[src/design/fqom_pkg.sv]
// ----------------------------------------------------------------------------
// fqom_pkg
// Item types, opcodes, statistic selectors and register indexes.
// ----------------------------------------------------------------------------
package fqom_pkg;

    typedef enum logic [1:0] {
        OP_ARRIVAL = 2'd0,
        OP_TX_END  = 2'd1,
        OP_READ    = 2'd2,
        OP_NONE    = 2'd3
    } opcode_t;

    localparam logic [3:0] SEL_HIST      = 4'd0;
    localparam logic [3:0] SEL_GENERATED = 4'd1;
    localparam logic [3:0] SEL_SENT      = 4'd2;
    localparam logic [3:0] SEL_DROPPED   = 4'd3;
    localparam logic [3:0] SEL_PEAK      = 4'd4;
    localparam logic [3:0] SEL_LEVEL_SUM = 4'd5;
    localparam logic [3:0] SEL_SAMPLES   = 4'd6;
    localparam logic [3:0] SEL_IDLE_TIME = 4'd7;
    localparam logic [3:0] SEL_IDLE_CNT  = 4'd8;

    localparam logic [3:0] CFG_QUEUE_LIMIT = 4'd0;
    localparam logic [3:0] CFG_TX_DURATION = 4'd1;

    localparam logic [7:0]  QUEUE_LIMIT_RST = 8'd6;
    localparam logic [15:0] TX_DURATION_RST = 16'd5;

    // output queue: three entries cover the stage-1 register at full rate
    localparam int OUT_DEPTH = 3;
    localparam int OUT_PTR_W = 2;
    localparam int OUT_CNT_W = 2;

    typedef struct packed {
        logic [1:0]  opcode;
        logic [31:0] time_tick;
        logic [3:0]  stat_select;
        logic [5:0]  bin_index;
    } in_t;

    typedef struct packed {
        logic [7:0]  queue_level;
        logic        channel_busy;
        logic        schedule_tx_end;
        logic [31:0] tx_end_time;
        logic        dropped;
        logic        underflow_error;
        logic [47:0] read_data;
    } out_t;

endpackage

[src/design/finite_queue_occupancy_monitor.sv]
// ----------------------------------------------------------------------------
// finite_queue_occupancy_monitor
// Occupancy, drop and idle statistics for a single-server finite queue.
// ----------------------------------------------------------------------------
//
//   Channel   Ports                          Carries
//   -------   ----------------------------   -----------------------------------
//   events    s_valid / s_ready / s_data     arrival, transmit end or stat read
//   results   m_valid / m_ready / m_data     one result item per event item
//   config    cfg_valid / cfg_ready /        queue_limit (0), tx_duration (1)
//             cfg_index / cfg_data
//
// One event item is taken per cycle while s_ready is high. The histogram RAM
// read is registered with the item; in stage 1 the bin is incremented and
// written back. A three-entry result queue keeps the event side running while
// the result side stalls; s_ready drops when that queue could overflow and
// during the clearing sweep: after reset the histogram RAM is swept to zero,
// one bin per cycle, and no event item is taken until the last bin is clear.
// Configuration writes are taken at any time.
//
// The scalar statistics live in registers and are updated as an item is
// taken. The histogram lives in a RAM; a write-back that meets a read of the
// same bin in the next item is forwarded.
// ----------------------------------------------------------------------------
module finite_queue_occupancy_monitor #(
    parameter int HIST_BINS   = 64,
    parameter int COUNT_WIDTH = 32
) (
    input  logic            aclk,
    input  logic            aresetn,

    input  logic            s_valid,
    output logic            s_ready,
    input  fqom_pkg::in_t   s_data,

    output logic            m_valid,
    input  logic            m_ready,
    output fqom_pkg::out_t  m_data,

    input  logic            cfg_valid,
    output logic            cfg_ready,
    input  logic [3:0]      cfg_index,
    input  logic [15:0]     cfg_data
);
    import fqom_pkg::*;

    localparam int BIN_W = $clog2(HIST_BINS);
    localparam logic [BIN_W-1:0] LAST_BIN = BIN_W'(HIST_BINS - 1);

    // configuration
    logic [7:0]  queue_limit_reg;
    logic [15:0] tx_duration_reg;

    // scalar statistics
    logic [7:0]             occ_reg, occ_next;
    logic                   busy_reg, busy_next;
    logic [31:0]            idle_start_reg, idle_start_next;
    logic [COUNT_WIDTH-1:0] gen_reg, gen_next;
    logic [COUNT_WIDTH-1:0] sent_reg, sent_next;
    logic [COUNT_WIDTH-1:0] drop_reg, drop_next;
    logic [7:0]             peak_reg, peak_next;
    logic [47:0]            lsum_reg, lsum_next;
    logic [COUNT_WIDTH-1:0] samples_reg, samples_next;
    logic [47:0]            idle_sum_reg, idle_sum_next;
    logic [COUNT_WIDTH-1:0] idle_cnt_reg, idle_cnt_next;

    // histogram clearing sweep
    logic             clearing_reg;
    logic [BIN_W-1:0] clr_addr_reg;

    // stage 1: RAM data returns
    logic             s1_valid_reg;
    logic             s1_inc_reg, s1_inc_next;
    logic             s1_hrd_reg, s1_hrd_next;
    logic [BIN_W-1:0] s1_addr_reg;
    logic             s1_fwd_reg, s1_fwd_next;
    logic [COUNT_WIDTH-1:0] s1_fwd_data_reg;
    out_t             s1_res_reg, s1_res_next;

    // RAM ports
    logic                   ram_we;
    logic [BIN_W-1:0]       ram_waddr;
    logic [COUNT_WIDTH-1:0] ram_wdata;
    logic [BIN_W-1:0]       rd_addr;
    logic [COUNT_WIDTH-1:0] ram_q;

    logic                   accept;
    logic [COUNT_WIDTH-1:0] bin_eff;
    logic [COUNT_WIDTH-1:0] bin_inc;
    out_t                   s1_out;
    logic [OUT_CNT_W-1:0]   fifo_count;

    // stage 0 working values
    logic [8:0]  occ_inc;
    logic [7:0]  occ_dec;
    logic [7:0]  cap;
    logic [31:0] idle_gap;
    logic        sample;
    logic [8:0]  level;
    logic [15:0] level_wide;
    logic [15:0] bin_wide;
    logic        bin_in_range;

    assign cfg_ready = 1'b1;

    // hold off new items while clearing or when the result queue could fill
    assign s_ready = !clearing_reg &&
                     ((3'(fifo_count) + 3'(s1_valid_reg)) < 3'(OUT_DEPTH));
    assign accept  = s_valid && s_ready;

    // ------------------------------------------------------------------
    // stage 0: event decode and scalar update
    // ------------------------------------------------------------------
    always_comb begin
        occ_next        = occ_reg;
        busy_next       = busy_reg;
        idle_start_next = idle_start_reg;
        gen_next        = gen_reg;
        sent_next       = sent_reg;
        drop_next       = drop_reg;
        peak_next       = peak_reg;
        lsum_next       = lsum_reg;
        samples_next    = samples_reg;
        idle_sum_next   = idle_sum_reg;
        idle_cnt_next   = idle_cnt_reg;
        s1_res_next     = '0;
        s1_hrd_next     = 1'b0;
        sample          = 1'b0;
        level           = '0;

        occ_inc      = {1'b0, occ_reg} + 9'd1;
        occ_dec      = occ_reg - 8'd1;
        cap          = (queue_limit_reg == 8'hFF) ? 8'hFF : queue_limit_reg + 8'd1;
        idle_gap     = s_data.time_tick - idle_start_reg;
        bin_wide     = {10'd0, s_data.bin_index};
        bin_in_range = (32'(s_data.bin_index) < 32'(HIST_BINS));

        case (s_data.opcode)
            OP_ARRIVAL: begin
                gen_next = gen_reg + 1'b1;
                if (!busy_reg) begin
                    // channel idle: close the idle period, start sending
                    busy_next                   = 1'b1;
                    s1_res_next.schedule_tx_end = 1'b1;
                    s1_res_next.tx_end_time     = s_data.time_tick + 32'(tx_duration_reg);
                    idle_sum_next               = idle_sum_reg + 48'(idle_gap);
                    idle_cnt_next               = idle_cnt_reg + 1'b1;
                    sample                      = 1'b1;
                    level                       = occ_inc;
                end
                if (occ_inc > {1'b0, cap}) begin
                    occ_next            = cap;
                    drop_next           = drop_reg + 1'b1;
                    s1_res_next.dropped = 1'b1;
                end else begin
                    occ_next = occ_inc[7:0];
                end
                if (occ_next > peak_reg) begin
                    peak_next = occ_next;
                end
            end
            OP_TX_END: begin
                if (occ_reg == 8'd0) begin
                    s1_res_next.underflow_error = 1'b1;
                end else begin
                    sent_next = sent_reg + 1'b1;
                    occ_next  = occ_dec;
                    sample    = 1'b1;
                    level     = {1'b0, occ_dec};
                    if (occ_dec == 8'd0) begin
                        busy_next       = 1'b0;
                        idle_start_next = s_data.time_tick;
                    end else begin
                        s1_res_next.schedule_tx_end = 1'b1;
                        s1_res_next.tx_end_time     =
                            s_data.time_tick + 32'(tx_duration_reg);
                    end
                end
            end
            OP_READ: begin
                unique case (s_data.stat_select)
                    SEL_HIST:      s1_hrd_next = bin_in_range;
                    SEL_GENERATED: s1_res_next.read_data = 48'(gen_reg);
                    SEL_SENT:      s1_res_next.read_data = 48'(sent_reg);
                    SEL_DROPPED:   s1_res_next.read_data = 48'(drop_reg);
                    SEL_PEAK:      s1_res_next.read_data = 48'(peak_reg);
                    SEL_LEVEL_SUM: s1_res_next.read_data = lsum_reg;
                    SEL_SAMPLES:   s1_res_next.read_data = 48'(samples_reg);
                    SEL_IDLE_TIME: s1_res_next.read_data = idle_sum_reg;
                    SEL_IDLE_CNT:  s1_res_next.read_data = 48'(idle_cnt_reg);
                    default:       s1_res_next.read_data = '0;
                endcase
            end
            default: begin
                // unused opcode: report the level, change nothing
            end
        endcase

        if (sample) begin
            lsum_next    = lsum_reg + 48'(level);
            samples_next = samples_reg + 1'b1;
        end

        // clamp the sampled level into the last bin
        level_wide = 16'(level);
        if (32'(level) < 32'(HIST_BINS - 1)) begin
            rd_addr = level_wide[BIN_W-1:0];
        end else begin
            rd_addr = LAST_BIN;
        end
        if (!sample) begin
            rd_addr = bin_wide[BIN_W-1:0];
        end

        s1_inc_next                = sample;
        s1_res_next.queue_level    = occ_next;
        s1_res_next.channel_busy   = busy_next;
    end

    // ------------------------------------------------------------------
    // stage 1: increment and write back, forward a same-bin write
    // ------------------------------------------------------------------
    assign bin_eff = s1_fwd_reg ? s1_fwd_data_reg : ram_q;
    assign bin_inc = bin_eff + 1'b1;

    assign s1_fwd_next = s1_valid_reg && s1_inc_reg && (s1_addr_reg == rd_addr);

    always_comb begin
        s1_out = s1_res_reg;
        if (s1_hrd_reg) begin
            s1_out.read_data = 48'(bin_eff);
        end
    end

    always_comb begin
        if (clearing_reg) begin
            ram_we    = 1'b1;
            ram_waddr = clr_addr_reg;
            ram_wdata = '0;
        end else begin
            ram_we    = s1_valid_reg && s1_inc_reg;
            ram_waddr = s1_addr_reg;
            ram_wdata = bin_inc;
        end
    end

    fqom_ram #(
        .WIDTH (COUNT_WIDTH),
        .DEPTH (HIST_BINS)
    ) u_hist_ram (
        .aclk  (aclk),
        .we    (ram_we),
        .waddr (ram_waddr),
        .wdata (ram_wdata),
        .raddr (rd_addr),
        .rdata (ram_q)
    );

    fqom_out_fifo u_out_fifo (
        .aclk      (aclk),
        .aresetn   (aresetn),
        .push      (s1_valid_reg),
        .push_data (s1_out),
        .m_valid   (m_valid),
        .m_ready   (m_ready),
        .m_data    (m_data),
        .count     (fifo_count)
    );

    // ------------------------------------------------------------------
    // registers
    // ------------------------------------------------------------------
    always_ff @(posedge aclk) begin
        // stage 1 payload
        if (accept) begin
            s1_inc_reg      <= s1_inc_next;
            s1_hrd_reg      <= s1_hrd_next;
            s1_addr_reg     <= rd_addr;
            s1_fwd_reg      <= s1_fwd_next;
            s1_fwd_data_reg <= bin_inc;
            s1_res_reg      <= s1_res_next;
        end

        if (!aresetn) begin
            queue_limit_reg <= QUEUE_LIMIT_RST;
            tx_duration_reg <= TX_DURATION_RST;
            occ_reg         <= '0;
            busy_reg        <= 1'b0;
            idle_start_reg  <= '0;
            gen_reg         <= '0;
            sent_reg        <= '0;
            drop_reg        <= '0;
            peak_reg        <= '0;
            lsum_reg        <= '0;
            samples_reg     <= '0;
            idle_sum_reg    <= '0;
            idle_cnt_reg    <= '0;
            clearing_reg    <= 1'b1;
            clr_addr_reg    <= '0;
            s1_valid_reg    <= 1'b0;
        end else begin
            if (cfg_valid && cfg_ready) begin
                unique case (cfg_index)
                    CFG_QUEUE_LIMIT: queue_limit_reg <= cfg_data[7:0];
                    CFG_TX_DURATION: tx_duration_reg <= cfg_data;
                    default: begin
                        // drop writes to unknown registers
                    end
                endcase
            end

            // advance the clearing sweep
            if (clearing_reg) begin
                clr_addr_reg <= clr_addr_reg + 1'b1;
                if (clr_addr_reg == LAST_BIN) begin
                    clearing_reg <= 1'b0;
                end
            end

            s1_valid_reg <= accept;

            if (accept) begin
                occ_reg        <= occ_next;
                busy_reg       <= busy_next;
                idle_start_reg <= idle_start_next;
                gen_reg        <= gen_next;
                sent_reg       <= sent_next;
                drop_reg       <= drop_next;
                peak_reg       <= peak_next;
                lsum_reg       <= lsum_next;
                samples_reg    <= samples_next;
                idle_sum_reg   <= idle_sum_next;
                idle_cnt_reg   <= idle_cnt_next;
            end
        end
    end

endmodule

[src/design/fqom_ram.sv]
// ----------------------------------------------------------------------------
// fqom_ram
// Simple dual-port RAM, one write and one registered read port.
// ----------------------------------------------------------------------------
module fqom_ram #(
    parameter int WIDTH = 32,
    parameter int DEPTH = 64
) (
    input  logic                     aclk,
    input  logic                     we,
    input  logic [$clog2(DEPTH)-1:0] waddr,
    input  logic [WIDTH-1:0]         wdata,
    input  logic [$clog2(DEPTH)-1:0] raddr,
    output logic [WIDTH-1:0]         rdata
);

    logic [WIDTH-1:0] mem [DEPTH];

    // read returns the old contents on a same-address write
    always_ff @(posedge aclk) begin
        if (we) begin
            mem[waddr] <= wdata;
        end
        rdata <= mem[raddr];
    end

endmodule

[src/design/fqom_out_fifo.sv]
// ----------------------------------------------------------------------------
// fqom_out_fifo
// Small result queue decoupling the pipeline from the result channel.
// ----------------------------------------------------------------------------
module fqom_out_fifo (
    input  logic                      aclk,
    input  logic                      aresetn,
    input  logic                      push,
    input  fqom_pkg::out_t            push_data,
    output logic                      m_valid,
    input  logic                      m_ready,
    output fqom_pkg::out_t            m_data,
    output logic [fqom_pkg::OUT_CNT_W-1:0] count
);
    import fqom_pkg::*;

    out_t                 entry_reg [OUT_DEPTH];
    logic [OUT_PTR_W-1:0] wr_ptr_reg;
    logic [OUT_PTR_W-1:0] rd_ptr_reg;
    logic [OUT_CNT_W-1:0] count_reg;
    logic                 pop;

    function automatic logic [OUT_PTR_W-1:0] ptr_inc(input logic [OUT_PTR_W-1:0] p);
        ptr_inc = (p == OUT_PTR_W'(OUT_DEPTH - 1)) ? '0 : p + 1'b1;
    endfunction

    assign pop     = m_valid && m_ready;
    assign m_valid = (count_reg != '0);
    assign m_data  = entry_reg[rd_ptr_reg];
    assign count   = count_reg;

    always_ff @(posedge aclk) begin
        if (push) begin
            entry_reg[wr_ptr_reg] <= push_data;
        end
        if (!aresetn) begin
            wr_ptr_reg <= '0;
            rd_ptr_reg <= '0;
            count_reg  <= '0;
        end else begin
            if (push) begin
                wr_ptr_reg <= ptr_inc(wr_ptr_reg);
            end
            if (pop) begin
                rd_ptr_reg <= ptr_inc(rd_ptr_reg);
            end
            if (push && !pop) begin
                count_reg <= count_reg + 1'b1;
            end else if (pop && !push) begin
                count_reg <= count_reg - 1'b1;
            end
        end
    end

endmodule

[config.mk]
export PLATFORM = sky130hd
export DESIGN_NAME = finite_queue_occupancy_monitor
export DESIGN_NICKNAME = d
export VERILOG_FILES = /design/src/design/fqom_pkg.sv /design/src/design/finite_queue_occupancy_monitor.sv /design/src/design/fqom_ram.sv /design/src/design/fqom_out_fifo.sv
export SDC_FILE = /design/constraint.sdc
export NUM_CORES = 2
export LEC_CHECK = 0
export ABC_AREA = 1
export BUFFER_PORTS_ARGS = -buffer_cell sky130_fd_sc_hd__buf_2
export CAP_MARGIN = 40
export CORE_ASPECT_RATIO = 2
export CORE_MARGIN = 1
export CORE_UTILIZATION = 58
export DETAILED_ROUTE_END_ITERATION = 12
export GPL_ROUTABILITY_DRIVEN = 0
export HOLD_SLACK_MARGIN = 0.03
export PLACE_DENSITY = 0.74
export SYNTH_ARGS = -nofsm -noshare
export SYNTH_HDL_FRONTEND = slang
export SYNTH_SLANG_ARGS = --single-unit
[constraint.sdc]
create_clock -name aclk -period 9.79 [get_ports aclk]
set_input_delay 0 -clock aclk [delete_from_list [all_inputs] [get_ports aclk]]
set_output_delay 0 -clock aclk [all_outputs]
set_load 0.02 [all_outputs]
==> impl_metrics.toml <==
[drt]
dr.pass1.iters = 12
drt_wl_total_um = 407000
wire_per_inst_um = 25.3
route.detailed.drc = 3
drt_iter0_markers = 12200
ant_nets = 0
via_per_inst = 6.24
vias = 101000

[synthesis]
synth_simple_gate_area_share = 0.232
async_flop_share = 0
synthCells = 12800
yosys_register_bits = 2834
synth_compound_area_frac = 0.0479
ys.flop_type = "edfxtp_1"
synth.yosys.seq_area_share = 0.634
synthXorXnorAreaFrac = 0.00929
yosys_warnings = 0
synth.area.mux_share = 0.00149
syn_area_sq_um = 128000
synth_fa_ha_area_frac = 0.0123
synth_top_family_by_area = "simple AND/OR/NAND/NOR gates"
synth_cell_types = 68
synthesis.nets = 13000
synth.avg_cell_area_sq_um = 9.99
synth_edf_count = 2457

[power]
internal_power_uw = 18800
powerDensity_nw_per_um2 = 175
pwr-share-comb = 0.090
switching_share = 0.244
pwr-share-seq = 0.526
clkPwrFrac = 0.384
finalPower_uw = 24900
ir_drop_mv = 0.165
power.static_leakage_uw = 0.0547
switching_power_uw = 6070

[timing]
finalMaxSlewViolations = 0
tns_ns = 0
period_share = 0.572
hold_violations = 0
fin_skew_ns = 0.0442
worst_hold_slack_ns = 0.0790
max_freq_mhz = 179
tightestPinTransition_ns = 1.24
min_period_ns = 5.60
setup-violations-final = 0
rsz0062_at_grt = "false"
slew_headroom = 0.171

[critical_path]
rr_endpoint = "u_hist_ram.rdata[1]$_DFF_P_"
cp_max_fo = 130
crit_path_end_kind = "register"
startpoint_type = "register"
rrSetupSlack_ns = 4.19
crit_arrival_ns = 6.26
critPathMaxStageDelay_ns = 0.64
path_class = "register to register"
critPathTopFamily = "simple AND/OR/NAND/NOR gates"
worstRegToRegCells = 18
cp_cell_sequence = "inv_1 > ha_1 > nand3_2 > nor2_8 > nor2_8 > nor2_4 > inv_2 > or2_4 > nand2_8 > inv_6 > buf_12 > nand2_1 > nand3_1 > nand3_1 > nand3_1 > nand3_1 > nand3_1 > nand2_1"
crit-reg2reg-launch = "occ_reg[0]$_SDFFE_PN0P_"
cp-endpoint = "u_hist_ram.rdata[1]$_DFF_P_"
critPathSlowestCell = "buf_12"
worstPathRequired_ns = 10.46
cp_num_buf_inv = 4
startpoint = "occ_reg[0]$_SDFFE_PN0P_"
path_depth = 18
cp_common_cell = "nand3_1"

[die]
start_util = 0.585
core_area_sq_um = 219000
die_area_sq_um = 223000
die_h_um = 667
pin_count = 164
row_count = 243
die_w_um = 334

[clock_tree]
h-tree-depth = 4
cts_sinks = 2834
cts_buffers = 233
cts_root_buf = "clkbuf_16"
ctsResizeCount = 0
clk_pin_slew_ns = 0.07
cts_tree = "built"
worst_skew_pair.late_latency_ns = 0.92
cts_hold_buf = 148
cts_setup_buffers = 0
clock_path_buffers = 4

[global_route]
antenna_found_initial = 36
grt_pass1_vias = 98500
grt_pass1_wl_um = 602000
grt_max_degree = 213
track_usage = 0.364
overflow = 0

[run]
maxCapViolations = 0

[place]
numPortBuffers = 162
postPlaceCellArea_sq_um = 133000
dpl.hpwl_um = 244000

[cells_and_area]
fin_area_sq_um = 142000
largest_reg_flops = 2048
syn2layout_area_growth_pct = 11.0
fin_nets = 13200
drive_above_1_share = 0.0727

[worst_hold_path]
hold_path_class = "input pin to register"

[run_status]
status = "finished with violations"
violations = "design-rule violations"
==> worst min path at each step <==
stage,startpoint,to,slack (ns),cells after the start
detailed placement,cfg_data[2],tx_duration_reg[2]$_SDFFE_PN1P_,0.24,3
CTS,s_data[3],u_hist_ram.rdata[14]$_DFF_P_,0.03,7
global route,s_data[26],idle_start_reg[16]$_SDFFE_PN0P_,0.10,4
finish,s_data[11],idle_start_reg[1]$_SDFFE_PN0P_,0.08,4
floorplan,cfg_data[0],tx_duration_reg[0]$_SDFFE_PN1P_,0.11,2
global placement,cfg_data[2],tx_duration_reg[2]$_SDFFE_PN1P_,0.22,3
==> worst reg2reg max path, delay by kind of cell (launching register included) <==
kind | cells | cell delay (ns)
adders and majority gates | 1 | 0.26
buffers and inverters | 4 | 1.83
DFF | 1 | 0.50
and+or+nand+nor | 13 | 2.77
==> layout make-up <==
type,count,area [sq um]
diodes,27,67.6
clock buffers,304,6280
clock inverters,124,1290
fillers,16400,76900
inverters,1311,4960
multi-input cells,7993,39700
flip-flops and latches,2834,81300
well taps,2940,3680
repair buffers,589,5050
==> power groups by stage <==
stage                     logic, uW  clock network (uW)  registers [uW]
after floorplan                1410                   0           13300
after global placement         2060                   0           13300
after detailed placement       2120                   0           13300
after CTS                      2170                9550           13100
after global routing           2380                9950           13100
final                          2230                9550           13100
==> routing by layer <==
layer / vias up / part of all wire / global-route usage
met3: 2179 / 0.099 / 0.0986
met4: 22 / 0.10 / 0.324
met1: 47600 / 0.31 / 0.375
met2: 6730 / 0.49 / 0.605
li1: 44200 / - / -
met5: - / 0.00050 / 0.00570
==> cell usage in the layout, fill, tap and decap left out, types with 179 or more instances in the layout <==
master,n
a21oi_1,571
buf_2,179
buf_4,197
clkbuf_16,235
dfxtp_1,374
edfxtp_1,2457
inv_1,1289
nand2_1,3071
nand3_1,2104
nand3b_1,387
nor2_1,529
nor3_1,218
o21ai_0,306
==> synthesized netlist by cell type (7+ instances only) <==
cell | instances | area share
nor3_1 | 224 | 0.0087
a31oi_1 | 22 | 0.0011
o21a_1 | 25 | 0.0015
o22ai_1 | 78 | 0.0038
a211oi_1 | 19 | 0.0011
nand3b_1 | 387 | 0.023
xnor2_1 | 35 | 0.0024
nor3b_1 | 15 | 0.00088
or2_2 | 11 | 0.00054
inv_1 | 1292 | 0.038
o211ai_1 | 10 | 0.00059
nor4_1 | 55 | 0.0027
buf_2 | 356 | 0.014
nor2_2 | 9 | 0.00044
clkbuf_1 | 263 | 0.0077
dfxtp_1 | 377 | 0.059
xor2_1 | 101 | 0.0069
o21ai_1 | 12 | 0.00047
nand2_1 | 3073 | 0.090
a21boi_0 | 8 | 0.00047
ha_1 | 120 | 0.012
mux2i_1 | 18 | 0.0014
nand4_1 | 57 | 0.0028
nor2_1 | 624 | 0.018
buf_4 | 11 | 0.00064
a2111oi_0 | 23 | 0.0016
nand3_1 | 2104 | 0.082
o21bai_1 | 7 | 0.00041
a21oi_1 | 571 | 0.022
edfxtp_1 | 2457 | 0.58
buf_1 | 63 | 0.0018
inv_2 | 15 | 0.00044
a21o_1 | 11 | 0.00064
o21ai_0 | 311 | 0.012
==> kinds of logic (layout without fill, tap and decap cells) <==
family,after synthesis,count (layout)
other,1,28
flip-flops,2834,2834
multiplexers,19,19
buffers and inverters,2011,2328
XOR/XNOR,136,136
adder cells (fa/ha/maj),124,124
AO/OA/AOI/OAI,1124,1124
AND/OR/NAND/NOR,6589,6589
==> stage by stage <==
step | cells | setup WS (ns) | util
final | 16100 | 4.19 | 0.649
after CTS | 16100 | 4.52 | 0.647
after detailed placement | 15500 | 4.54 | 0.606
after floorplan | 12800 | 2.40 | -
after global placement | 15400 | 4.62 | 0.602
after global routing | 16100 | 3.98 | 0.649
(Power assumes the default switching activity.)
